### src/hw/rtl/gsf_pkg.sv
// GIF structure filter package: parse phases, status codes, block codes,
// result word types and the signature lookup.
// No dependencies.
package gsf_pkg;

   // Defaults and sizes
   localparam int MAX_TABLE_ENTRIES_DEF = 256;
   localparam int OUT_DEPTH             = 4;
   localparam int CNT_W                 = 10;

   // Block-level codes
   localparam logic [7:0] BLK_IMAGE   = 8'h2c;
   localparam logic [7:0] BLK_EXT     = 8'h21;
   localparam logic [7:0] BLK_TRAILER = 8'h3b;
   localparam logic [7:0] LBL_COMMENT = 8'hfe;
   localparam int         TBL_FLAG    = 7;

   typedef enum logic [3:0] {
      PH_SIG,
      PH_LSD,
      PH_GTAB,
      PH_BLOCK,
      PH_IMGDESC,
      PH_LTAB,
      PH_CODESIZE,
      PH_CHLEN,
      PH_CHDATA,
      PH_EXTLABEL,
      PH_DONE
   } phase_type;

   typedef enum logic [2:0] {
      ST_PARSING,
      ST_TRAILER,
      ST_NOTGIF,
      ST_UNKNOWN,
      ST_EARLY
   } status_type;

   // One output word
   typedef struct packed {
      logic [7:0] out_byte;
      logic       keep;
      status_type status;
      logic       last;
   } result_type;

   // Words produced by one input byte (count 0..2)
   typedef struct packed {
      logic [1:0] n;
      result_type r0;
      result_type r1;
   } parse_out_type;

   // Expected signature characters "GIF"
   function automatic logic [7:0] sig_char(input logic [1:0] idx);
      logic [7:0] c;
      unique case (idx)
         2'd0:    c = 8'h47;
         2'd1:    c = 8'h49;
         2'd2:    c = 8'h46;
         default: c = 8'h00;
      endcase
      return c;
   endfunction

endpackage

### src/hw/rtl/gsf_parser.sv
// GIF structure parser: phase state machine, counters and per-byte result words.
// Depends on gsf_pkg.
module gsf_parser #(
   parameter int MaxTableEntries = gsf_pkg::MAX_TABLE_ENTRIES_DEF
) (
   input  logic                  clock,
   input  logic                  reset,
   input  logic                  csr_wr_en,
   input  logic                  csr_wr_data,
   input  logic                  acc,
   input  logic [7:0]            in_byte,
   input  logic                  eof,
   output gsf_pkg::parse_out_type po
);
   import gsf_pkg::*;

   phase_type          phase_ff, phase_in;
   logic [CNT_W-1:0]   cnt_ff, cnt_in;
   logic [7:0]         sub_ff, sub_in;
   logic               cmt_ff, cmt_in;
   status_type         fstat_ff, fstat_in;
   logic               strip_ff;

   logic               stop_base;
   status_type         st_base;
   logic               dec_stop;
   status_type         dec_status;
   logic               dec_keep;
   logic               done;
   logic               label_keep;
   logic [CNT_W-1:0]   cnt_dec;
   logic [CNT_W-1:0]   cnt_inc;
   logic [7:0]         sub_dec;

   // Color table size in bytes: 3 * min(2 << size, MaxTableEntries)
   function automatic logic [CNT_W-1:0] table_bytes(input logic [7:0] packed_b);
      logic [CNT_W-1:0] e;
      e = CNT_W'(2) << packed_b[2:0];
      if (e > CNT_W'(MaxTableEntries)) begin
         e = CNT_W'(MaxTableEntries);
      end
      return CNT_W'(e + (e << 1));
   endfunction

   assign done       = (phase_ff == PH_DONE);
   assign label_keep = !((in_byte == LBL_COMMENT) && strip_ff);
   assign cnt_dec    = (cnt_ff != '0) ? CNT_W'(cnt_ff - 1'b1) : '0;
   assign cnt_inc    = CNT_W'(cnt_ff + 1'b1);
   assign sub_dec    = (sub_ff != '0) ? 8'(sub_ff - 1'b1) : '0;

   // Per-byte decode: keep flag and stop condition
   always_comb begin
      stop_base = 1'b0;
      st_base   = ST_PARSING;
      dec_keep  = 1'b1;
      unique case (phase_ff) inside
         PH_SIG: begin
            if ((cnt_ff < CNT_W'(3)) && (in_byte != sig_char(cnt_ff[1:0]))) begin
               stop_base = 1'b1;
               st_base   = ST_NOTGIF;
               dec_keep  = 1'b0;
            end
         end
         PH_BLOCK: begin
            if (in_byte == BLK_TRAILER) begin
               stop_base = 1'b1;
               st_base   = ST_TRAILER;
            end else if ((in_byte != BLK_IMAGE) && (in_byte != BLK_EXT)) begin
               stop_base = 1'b1;
               st_base   = ST_UNKNOWN;
               dec_keep  = 1'b0;
            end
         end
         PH_CHLEN, PH_CHDATA: begin
            dec_keep = !cmt_ff;
         end
         PH_EXTLABEL: begin
            dec_keep = label_keep;
         end
         default: begin
            dec_keep = 1'b1;
         end
      endcase
      dec_stop   = stop_base || eof;
      dec_status = stop_base ? st_base : (eof ? ST_EARLY : ST_PARSING);
   end

   // Next state
   always_comb begin
      phase_in = phase_ff;
      cnt_in   = cnt_ff;
      sub_in   = sub_ff;
      cmt_in   = cmt_ff;
      fstat_in = fstat_ff;
      if (acc && !done) begin
         unique case (phase_ff) inside
            PH_SIG: begin
               if (cnt_ff >= CNT_W'(5)) begin
                  phase_in = PH_LSD;
                  cnt_in   = '0;
               end else begin
                  cnt_in = cnt_inc;
               end
            end
            PH_LSD: begin
               if (cnt_ff == CNT_W'(4)) begin
                  sub_in = in_byte;
               end
               if (cnt_ff >= CNT_W'(6)) begin
                  if (sub_ff[TBL_FLAG]) begin
                     cnt_in   = table_bytes(sub_ff);
                     phase_in = PH_GTAB;
                  end else begin
                     cnt_in   = '0;
                     phase_in = PH_BLOCK;
                  end
                  sub_in = '0;
               end else begin
                  cnt_in = cnt_inc;
               end
            end
            PH_GTAB, PH_LTAB: begin
               cnt_in = cnt_dec;
               if (cnt_dec == '0) begin
                  phase_in = (phase_ff == PH_GTAB) ? PH_BLOCK : PH_CODESIZE;
               end
            end
            PH_BLOCK: begin
               if (in_byte == BLK_IMAGE) begin
                  phase_in = PH_IMGDESC;
                  cnt_in   = '0;
               end else if (in_byte == BLK_EXT) begin
                  phase_in = PH_EXTLABEL;
               end
            end
            PH_IMGDESC: begin
               cnt_in = cnt_inc;
               if (cnt_inc >= CNT_W'(9)) begin
                  if (in_byte[TBL_FLAG]) begin
                     cnt_in   = table_bytes(in_byte);
                     phase_in = PH_LTAB;
                  end else begin
                     cnt_in   = '0;
                     phase_in = PH_CODESIZE;
                  end
               end
            end
            PH_CODESIZE: begin
               phase_in = PH_CHLEN;
            end
            PH_CHLEN: begin
               if (in_byte == 8'h00) begin
                  cmt_in   = 1'b0;
                  phase_in = PH_BLOCK;
               end else begin
                  sub_in   = in_byte;
                  phase_in = PH_CHDATA;
               end
            end
            PH_CHDATA: begin
               sub_in = sub_dec;
               if (sub_dec == '0) begin
                  phase_in = PH_CHLEN;
               end
            end
            PH_EXTLABEL: begin
               cmt_in   = !label_keep;
               phase_in = PH_CHLEN;
            end
            default: begin
               phase_in = PH_DONE;
            end
         endcase
         if (dec_stop) begin
            phase_in = PH_DONE;
            fstat_in = dec_status;
            cmt_in   = 1'b0;
         end
      end
   end

   // Result words for the current byte
   always_comb begin
      po.n  = 2'd1;
      po.r0 = '{out_byte: in_byte, keep: dec_keep, status: dec_status, last: 1'b1};
      po.r1 = po.r0;
      if (done) begin
         po.r0 = '{out_byte: in_byte, keep: 1'b0, status: fstat_ff, last: 1'b1};
         po.r1 = po.r0;
      end else if ((phase_ff == PH_BLOCK) && (in_byte == BLK_EXT)) begin
         // introducer held until its label; flushed alone at end of file
         po.n  = eof ? 2'd1 : 2'd0;
         po.r0 = '{out_byte: BLK_EXT, keep: 1'b1, status: dec_status, last: 1'b1};
         po.r1 = po.r0;
      end else if (phase_ff == PH_EXTLABEL) begin
         po.n  = 2'd2;
         po.r0 = '{out_byte: BLK_EXT, keep: dec_keep, status: dec_status, last: 1'b0};
         po.r1 = '{out_byte: in_byte, keep: dec_keep, status: dec_status, last: 1'b1};
      end
   end

   // State registers
   always_ff @(posedge clock) begin
      if (reset) begin
         phase_ff <= PH_SIG;
         cnt_ff   <= '0;
         sub_ff   <= '0;
         cmt_ff   <= 1'b0;
         fstat_ff <= ST_PARSING;
         strip_ff <= 1'b0;
      end else begin
         phase_ff <= phase_in;
         cnt_ff   <= cnt_in;
         sub_ff   <= sub_in;
         cmt_ff   <= cmt_in;
         fstat_ff <= fstat_in;
         if (csr_wr_en) begin
            strip_ff <= csr_wr_data;
         end
      end
   end

endmodule

### src/hw/rtl/gsf_out_fifo.sv
// Result queue: takes zero, one or two words per cycle, hands out one while rd_en is high.
// Depends on gsf_pkg.
module gsf_out_fifo (
   input  logic                   clock,
   input  logic                   reset,
   input  logic                   wr_en,
   input  gsf_pkg::parse_out_type wr_data,
   output logic                   almost_full,
   output logic                   rd_valid,
   input  logic                   rd_en,
   output gsf_pkg::result_type    rd_data
);
   import gsf_pkg::*;

   localparam int PTR_W = $clog2(OUT_DEPTH);
   localparam int CNT_QW = $clog2(OUT_DEPTH + 1);

   result_type          mem [OUT_DEPTH];
   logic [PTR_W-1:0]    wr_ptr_ff, wr_ptr_in;
   logic [PTR_W-1:0]    rd_ptr_ff, rd_ptr_in;
   logic [CNT_QW-1:0]   count_ff, count_in;
   logic [1:0]          wr_n;
   logic                rd_do;

   assign wr_n        = wr_en ? wr_data.n : 2'd0;
   assign rd_do       = rd_en && rd_valid;
   assign rd_valid    = (count_ff != '0);
   assign almost_full = (count_ff > CNT_QW'(OUT_DEPTH - 2));
   assign rd_data     = mem[rd_ptr_ff];

   // Pointer and fill update
   always_comb begin
      wr_ptr_in = PTR_W'(wr_ptr_ff + PTR_W'(wr_n));
      rd_ptr_in = PTR_W'(rd_ptr_ff + PTR_W'(rd_do));
      count_in  = CNT_QW'(count_ff + CNT_QW'(wr_n) - CNT_QW'(rd_do));
   end

   always_ff @(posedge clock) begin
      if (reset) begin
         wr_ptr_ff <= '0;
         rd_ptr_ff <= '0;
         count_ff  <= '0;
      end else begin
         wr_ptr_ff <= wr_ptr_in;
         rd_ptr_ff <= rd_ptr_in;
         count_ff  <= count_in;
      end
   end

   // Word storage
   always_ff @(posedge clock) begin
      if (wr_n != 2'd0) begin
         mem[wr_ptr_ff] <= wr_data.r0;
      end
      if (wr_n == 2'd2) begin
         mem[PTR_W'(wr_ptr_ff + 1'b1)] <= wr_data.r1;
      end
   end

endmodule

### src/hw/rtl/gif_structure_filter.sv
// GIF structure filter top level: one input byte per cycle when not stalled.
// Throughput: one byte per cycle when not stalled. Result words of accepted
// bytes go to a 4-word result queue (req_stall when 3+ are held) and drain
// one per cycle while rsp_stall is low; an extension label gives two words.
// Reset (synchronous) returns to the signature phase, empties the queue and
// clears strip_comments.
module gif_structure_filter #(
   parameter int MAX_TABLE_ENTRIES = gsf_pkg::MAX_TABLE_ENTRIES_DEF
) (
   input  logic       clock,
   input  logic       reset,
   input  logic       csr_wr_en,
   input  logic       csr_wr_data,
   input  logic       req_valid,
   output logic       req_stall,
   input  logic [7:0] req_in_byte,
   input  logic       req_end_of_file,
   output logic       rsp_valid,
   input  logic       rsp_stall,
   output logic [7:0] rsp_out_byte,
   output logic       rsp_keep,
   output logic [2:0] rsp_status,
   output logic       rsp_last_of_item
);
   import gsf_pkg::*;

   logic          acc;
   parse_out_type po;
   result_type    rd_word;

   assign acc = req_valid && !req_stall;

   // Parser
   gsf_parser #(
      .MaxTableEntries(MAX_TABLE_ENTRIES)
   ) u_parser (
      .clock      (clock),
      .reset      (reset),
      .csr_wr_en  (csr_wr_en),
      .csr_wr_data(csr_wr_data),
      .acc        (acc),
      .in_byte    (req_in_byte),
      .eof        (req_end_of_file),
      .po         (po)
   );

   // Result queue
   gsf_out_fifo u_fifo (
      .clock      (clock),
      .reset      (reset),
      .wr_en      (acc),
      .wr_data    (po),
      .almost_full(req_stall),
      .rd_valid   (rsp_valid),
      .rd_en      (!rsp_stall),
      .rd_data    (rd_word)
   );

   assign rsp_out_byte     = rd_word.out_byte;
   assign rsp_keep         = rd_word.keep;
   assign rsp_status       = rd_word.status;
   assign rsp_last_of_item = rd_word.last;

`ifndef SYNTHESIS
   a_stall_needs_words: assert property (@(posedge clock) disable iff (reset)
      req_stall |-> rsp_valid)
      else $error("input stalled with empty result queue");

   a_reset_empties: assert property (@(posedge clock)
      reset |=> !rsp_valid)
      else $error("result word present after reset");

   a_word_follows: assert property (@(posedge clock) disable iff (reset)
      (acc && (po.n != 2'd0)) |=> rsp_valid)
      else $error("accepted byte produced no visible word");

   a_count_legal: assert property (@(posedge clock) disable iff (reset)
      acc |-> (po.n != 2'd3))
      else $error("parser produced more than two words");
`endif

endmodule
### config.mk
export PLATFORM = sky130hd
export DESIGN_NAME = gif_structure_filter
export DESIGN_NICKNAME = d
export VERILOG_FILES = /design/src/hw/rtl/gsf_pkg.sv /design/src/hw/rtl/gsf_parser.sv /design/src/hw/rtl/gsf_out_fifo.sv /design/src/hw/rtl/gif_structure_filter.sv
export SDC_FILE = /design/constraint.sdc
export NUM_CORES = 1
export LEC_CHECK = 0
export BUFFER_PORTS_ARGS = -buffer_cell sky130_fd_sc_hd__buf_2
export CAP_MARGIN = 20
export CORE_UTILIZATION = 55
export CTS_CLUSTER_DIAMETER = 80
export DETAILED_ROUTE_END_ITERATION = 8
export PLACE_DENSITY = 0.84
export SYNTH_ARGS = -nofsm -noshare
export SYNTH_HDL_FRONTEND = slang
export SYNTH_SLANG_ARGS = --single-unit
export TNS_END_PERCENT = 20
### constraint.sdc
create_clock -name clock -period 2.8 [get_ports clock]
set_clock_uncertainty 0.2 [all_clocks]
set_input_delay 0.28 -clock clock [delete_from_list [all_inputs] [get_ports clock]]
set_output_delay 0.28 -clock clock [all_outputs]
set_load 0.01 [all_outputs]
Word-level counts from Yosys, hierarchy flattened
Memory sizes are Yosys's and may differ from the RTL's. A register that Yosys moved wholly into a read port is not among the register bits. Cells that the tools add are included.

RAM bits: 52. Memories: 1. Register bits: 34. Input bits: 15. Output and inout bits: 15. Word-level logic and storage cells: 159.

Equality and inequality tests: 31. Shift-type cells: 2. Reductions and logical operators: 33. $lt $le $gt $ge: 7. Muxes and demuxes: 66. $add $sub $neg: 10.

Memories: u_fifo.mem (words 4, bits a word 13, rd ports 1, clocked after memory_dff 1, wr ports 2, RTL line gsf_out_fifo.sv:18) `result_type mem [OUT_DEPTH];`.

Operator list (number): 10-bit two-way mux (17); 28-bit two-way mux (2); 10-bit one-hot mux with 5 select lines (1); 8-bit two-way mux (5); 4-bit two-way mux (9); 4-bit one-hot mux with 8 select lines (1); 26-bit two-way mux (1); 8-bit by 6-bit equality test with 1-bit output (second input constant) (3); 8-bit one-hot mux with 3 select lines (1); 7-bit one-hot mux with 3 select lines (1); 10-bit adder (2); 10-bit by 3-bit >= comparator with 1-bit output (second input constant) (2); 10-bit by 9-bit > comparator with 1-bit output (second input constant) (2); 2-bit by 3-bit left shift with 10-bit output (first input constant) (2); 4-bit by 3-bit equality test with 1-bit output (second input constant) (4); 8-bit logical NOT (2); 8-bit by 6-bit != test with 1-bit output (second input constant) (2); 3-bit by 2-bit != test with 1-bit output (second input constant) (5); 1-bit two-way mux (14); 4-bit equality test (second input constant) (3); 2-bit two-way mux (6); 3-bit two-way mux (4); 10-bit by 1-bit adder with 10-bit output (second input constant) (1); 10-bit by 3-bit equality test with 1-bit output (second input constant) (1); other kinds (40) (58).

Depth between registers and ports, before layout
Depth in word-level cells: 15. Gate-level depth with buffers: 12. Gate-level depth less buffers: 12.

Hierarchy
A second synthesis with hierarchy kept.

Cells, all modules: 647. Area total of the unflattened synthesis: 6258.5 µm².

By module, submodules not included: gsf_parser (cells each 464, sequential area each 540.5 µm², area each 3229.3 µm², times used 1); gsf_out_fifo (cells each 181, sequential area each 1701.6 µm², area each 3011.6 µm², times used 1); gif_structure_filter (cells each 2, sequential area each 0.0 µm², area each 17.5 µm², times used 1).

Least setup slack after synthesis
No wires, ideal clock.

Path kind: reg-to-reg. Start: reg u_parser.cnt_ff[0]. End: reg u_parser.phase_ff[1]. Path slack: -101 ps. Required time: 2450 ps. Path buffers: 2. Setup time: 150 ps. Arrival time: 2552 ps. Stages on the path, launching flop included: 11. Period minus slack after synthesis: 2901 ps. Cells stage by stage: dfxtp_1 > clkbuf_1 > inv_1 > ha_1 > clkbuf_1 > nor4b_1 > o21a_1 > o2111ai_1 > a2111o_1 > a2111oi_2 > a221oi_1.

Longest elaborated chain between the ends: 10. Elaborated cells on any way between the ends: 27. Those cells by class: add/sub: 2; order compare: 4; eq/ne: 9; mux: 6; reduce/logical: 6.

RTL lines: from (decl) (RTL line gsf_parser.sv:18) `logic [CNT_W-1:0] cnt_ff, cnt_in;`; from (signal assigned) (RTL line gsf_parser.sv:213) `cnt_ff <= cnt_in;`; parallel branches: the longest is 10 deep, another holds 10-bit by 1-bit adder with 10-bit output; to (signal assigned) (RTL line gsf_parser.sv:212) `phase_ff <= phase_in;`; to (decl) (RTL line gsf_parser.sv:17) `phase_type phase_ff, phase_in;`.

Parallel ways; which one is timed is not known. The select of a mux whose other input is x is not followed. A chain may end at the register's enable or synchronous reset.

Worst setup path in the final report
Start: reg u_parser.cnt_ff[1]. End: reg u_parser.phase_ff[2].

Same word-level chain as after synthesis.

==> impl_metrics.tcl <==
set metrics [dict create \
    status "finished clean" \
    postRouteAntennaNets 0 \
    die_h_um 110 \
    period_needed_ps 2750 \
    fin_area_mm2 0.00796 \
    grt-ovfl-total 0 \
    grt_max_degree 26 \
    cp_top_family "compound AO/OA/AOI/OAI gates" \
    grt_pass1_vias 5735 \
    drt-vias-per-instance 6.42 \
    tightestPinTransition_ps 754 \
    critPathBufInv 3 \
    io_pins 30 \
    p_per_area_mw_per_mm2 945 \
    r2r_setup_slack_ps 50 \
    nNetsFinal 868 \
    dpl.hpwl_um 14300 \
    max_freq_mhz 364 \
    start_util_pct 57.5 \
    cap_violations 0 \
    vdd_drop_max_v 0.000665 \
    cts_tree "yes" \
    wl_per_cell_um 20.5 \
    final_layout_size_suffix_gt1_share_pct 28.4 \
    dieWidth_um 110 \
    antennaDiodeCount 0 \
    synthFlopType "edfxtp_1" \
    place_ws_ps -173 \
    hold_violations 0 \
    fin_crit_sh_pct 98.2 \
    drt-total-wl_um 19800 \
    vias 6196 \
    slew_headroom_pct 49.6 \
    syn2layout_area_growth_pct 25.0 \
    firstDrtPassIters 5 \
    clkLatencyLatePin_ps 350 \
    power_mw 7.52 \
    slowest_delay_ps 470 \
    synthesis.nets 757 \
    fp-row-count 38 \
    syn_area_per_cell_um2 8.98 \
    post_dp_cell_area_mm2 0.00732 \
    critical_path_required_ps 2900 \
    cts_buffer_depth 2 \
    io_buffers 29 \
    min_path_cells 2 \
    min_path_type "in -> reg" \
    grt_pass1_wl_um 29900 \
    syn_inst 709 \
    cts.htree.levels 3 \
    setup_viol 0 \
    worst_path_max_delay_cell "a2111o_1" \
    synth_cell_types 83 \
    path_class "reg -> reg" \
    rsz0062_at_grt "true" \
    ys_ff_latch 86 \
    tritoncts.num_buffers 9 \
    crit_path_end_kind "flip-flop" \
    crit_fanout 6 \
    cts_sinks 86 \
    yosysWarnings 0 \
    cp_cell_sequence "inv_2, buf_6, ha_4, o21bai_1, xor2_1, o2111ai_2, a2111o_1, a2111oi_2, buf_4, a32o_1" \
    core-area_mm2 0.0111 \
    crit_path_start_kind "flip-flop" \
    drt-initial-drc-count 577 \
    seq_area_frac_synth_pct 34.6 \
    place_congestion 0.977 \
    synth_edf_count 48 \
    syn_area_mm2 0.00636 \
    worst-path-stages 10 \
    setup_ws_ps 51.3 \
    antenna_found_initial 0 \
    clockRootBuffer "clkbuf_16" \
    rr_worst_depth 10 \
    drc 0 \
    report.final.slew_viol_count 0 \
    p_leak_nw 3.15 \
    clk_pin_slew_ps 70 \
    die_area_mm2 0.0120 \
    synthArstFlopShare_pct 0 \
    grt_usage_pct 33.2 \
    fin_util_pct 71.8 \
    critPathArrivalTime_ps 2850 \
]
[power breakdown]
part | switching (mW) | total [mW] | internal, mW
clock network | 0.544 | 1.37 | 0.825
registers | 0.192 | 1.80 | 1.61
logic | 2.41 | 4.35 | 1.95
[sequential cells by signal, summed over array words and instances (netlist names)]
name,flops
u_fifo.mem,52
u_fifo.wr_ptr_ff,2
u_parser.fstat_ff,3
u_parser.strip_ff,1
u_fifo.rd_ptr_ff,2
u_fifo.count_ff,3
u_parser.cmt_ff,1
u_parser.cnt_ff,10
u_parser.phase_ff,4
u_parser.sub_ff,8
[worst paths after layout]
| kind | start | to |
|---|---|---|
| max | u_parser.cnt_ff[1]$_SDFFE_PP0P_ | u_parser.phase_ff[2]$_SDFFE_PP0P_ |
| min | reset | u_parser.cnt_ff[9]$_SDFFE_PP0P_ |
| max reg2reg | u_parser.cnt_ff[1]$_SDFFE_PP0P_ | u_parser.phase_ff[2]$_SDFFE_PP0P_ |
| min reg2reg | u_parser.fstat_ff[0]$_SDFFE_PP0P_ | u_parser.fstat_ff[0]$_SDFFE_PP0P_ |
[placed cells by master (no fill, tap or decap), types with 17 or more instances in the layout]
| cell | netlist | layout |
|---|---|---|
| nand3_1 | 19 | 19 |
| nor2b_1 | 24 | 22 |
| buf_4 | 3 | 106 |
| edfxtp_1 | 48 | 48 |
| nor3_1 | 23 | 21 |
| o21ai_0 | 32 | 31 |
| buf_2 | 9 | 29 |
| dfxtp_1 | 38 | 33 |
| inv_1 | 36 | 31 |
| xnor2_1 | 18 | 17 |
| nor2_1 | 80 | 80 |
| ha_1 | 30 | 20 |
| a21oi_1 | 44 | 42 |
| nand2_1 | 40 | 40 |
[what timing repair did]
item	CTS	global route
buffers inserted	0	4
hold buffers	2	0
pin swaps	1	22
endpoints found under the setup margin	16	15
resized for setup	7	54
endpoints found under the hold margin	1	0
[per-layer routing]
metal / global-route usage, % / vias up / wire [um]
met4: 10.5 / 0 / 462
li1: - / 2876 / -
met3: 5.75 / 48 / 1410
met2: 57.7 / 280 / 9990
met1: 41.7 / 2992 / 7940
met5: 0 / - / 0
[synthesized netlist by cell type, types with 9 or more instances]
| cell type | count | area share (%) |
|---|---|---|
| nor2_1 | 80 | 4.7 |
| edfxtp_1 | 48 | 23 |
| a21oi_1 | 44 | 3.5 |
| nand2_1 | 40 | 2.4 |
| dfxtp_1 | 38 | 12 |
| inv_1 | 36 | 2.1 |
| o21ai_0 | 32 | 2.5 |
| ha_1 | 30 | 5.9 |
| clkbuf_1 | 26 | 1.5 |
| nor2b_1 | 24 | 2.4 |
| nor3_1 | 23 | 1.8 |
| nand3_1 | 19 | 1.5 |
| xnor2_1 | 18 | 2.5 |
| and2_1 | 14 | 1.4 |
| mux4_2 | 13 | 4.6 |
| a211oi_1 | 12 | 1.4 |
| a31oi_1 | 9 | 0.88 |
| buf_2 | 9 | 0.71 |
[through the flow]
step / cells / hold WS (ps) / TNS (ps)
3_5_place_dp: 944 / 274 / -628
3_3_place_gp: 944 / 261 / -23.6
6_report: 965 / 40.0 / 0
2_1_floorplan: 709 / 227 / -57.8
5_1_grt: 965 / 46.8 / -225
4_1_cts: 962 / 27.3 / 0
[area by class of cell]
| class | count | area [um2] |
|---|---|---|
| multi-input combinational | 542 | 4060 |
| timing repair buffer | 142 | 1030 |
| clock buffer | 10 | 239 |
| clock inverter | 6 | 100 |
| tap | 140 | 175 |
| sequential | 86 | 2210 |
| fill | 802 | 3120 |
| inverter | 39 | 146 |
[kinds of logic after synthesis]
family / count (synthesis) / synth area share [%]
DFF: 86 / 34.6
buffers and inverters: 81 / 5.25
adders and majority gates: 33 / 6.84
xor gates and xnor gates: 25 / 3.44
AOI/OAI and AO/OA: 201 / 22.0
and+or+nand+nor: 264 / 22.3
muxes: 19 / 5.58
No activity file was read; power rests on OpenSTA's default activity.
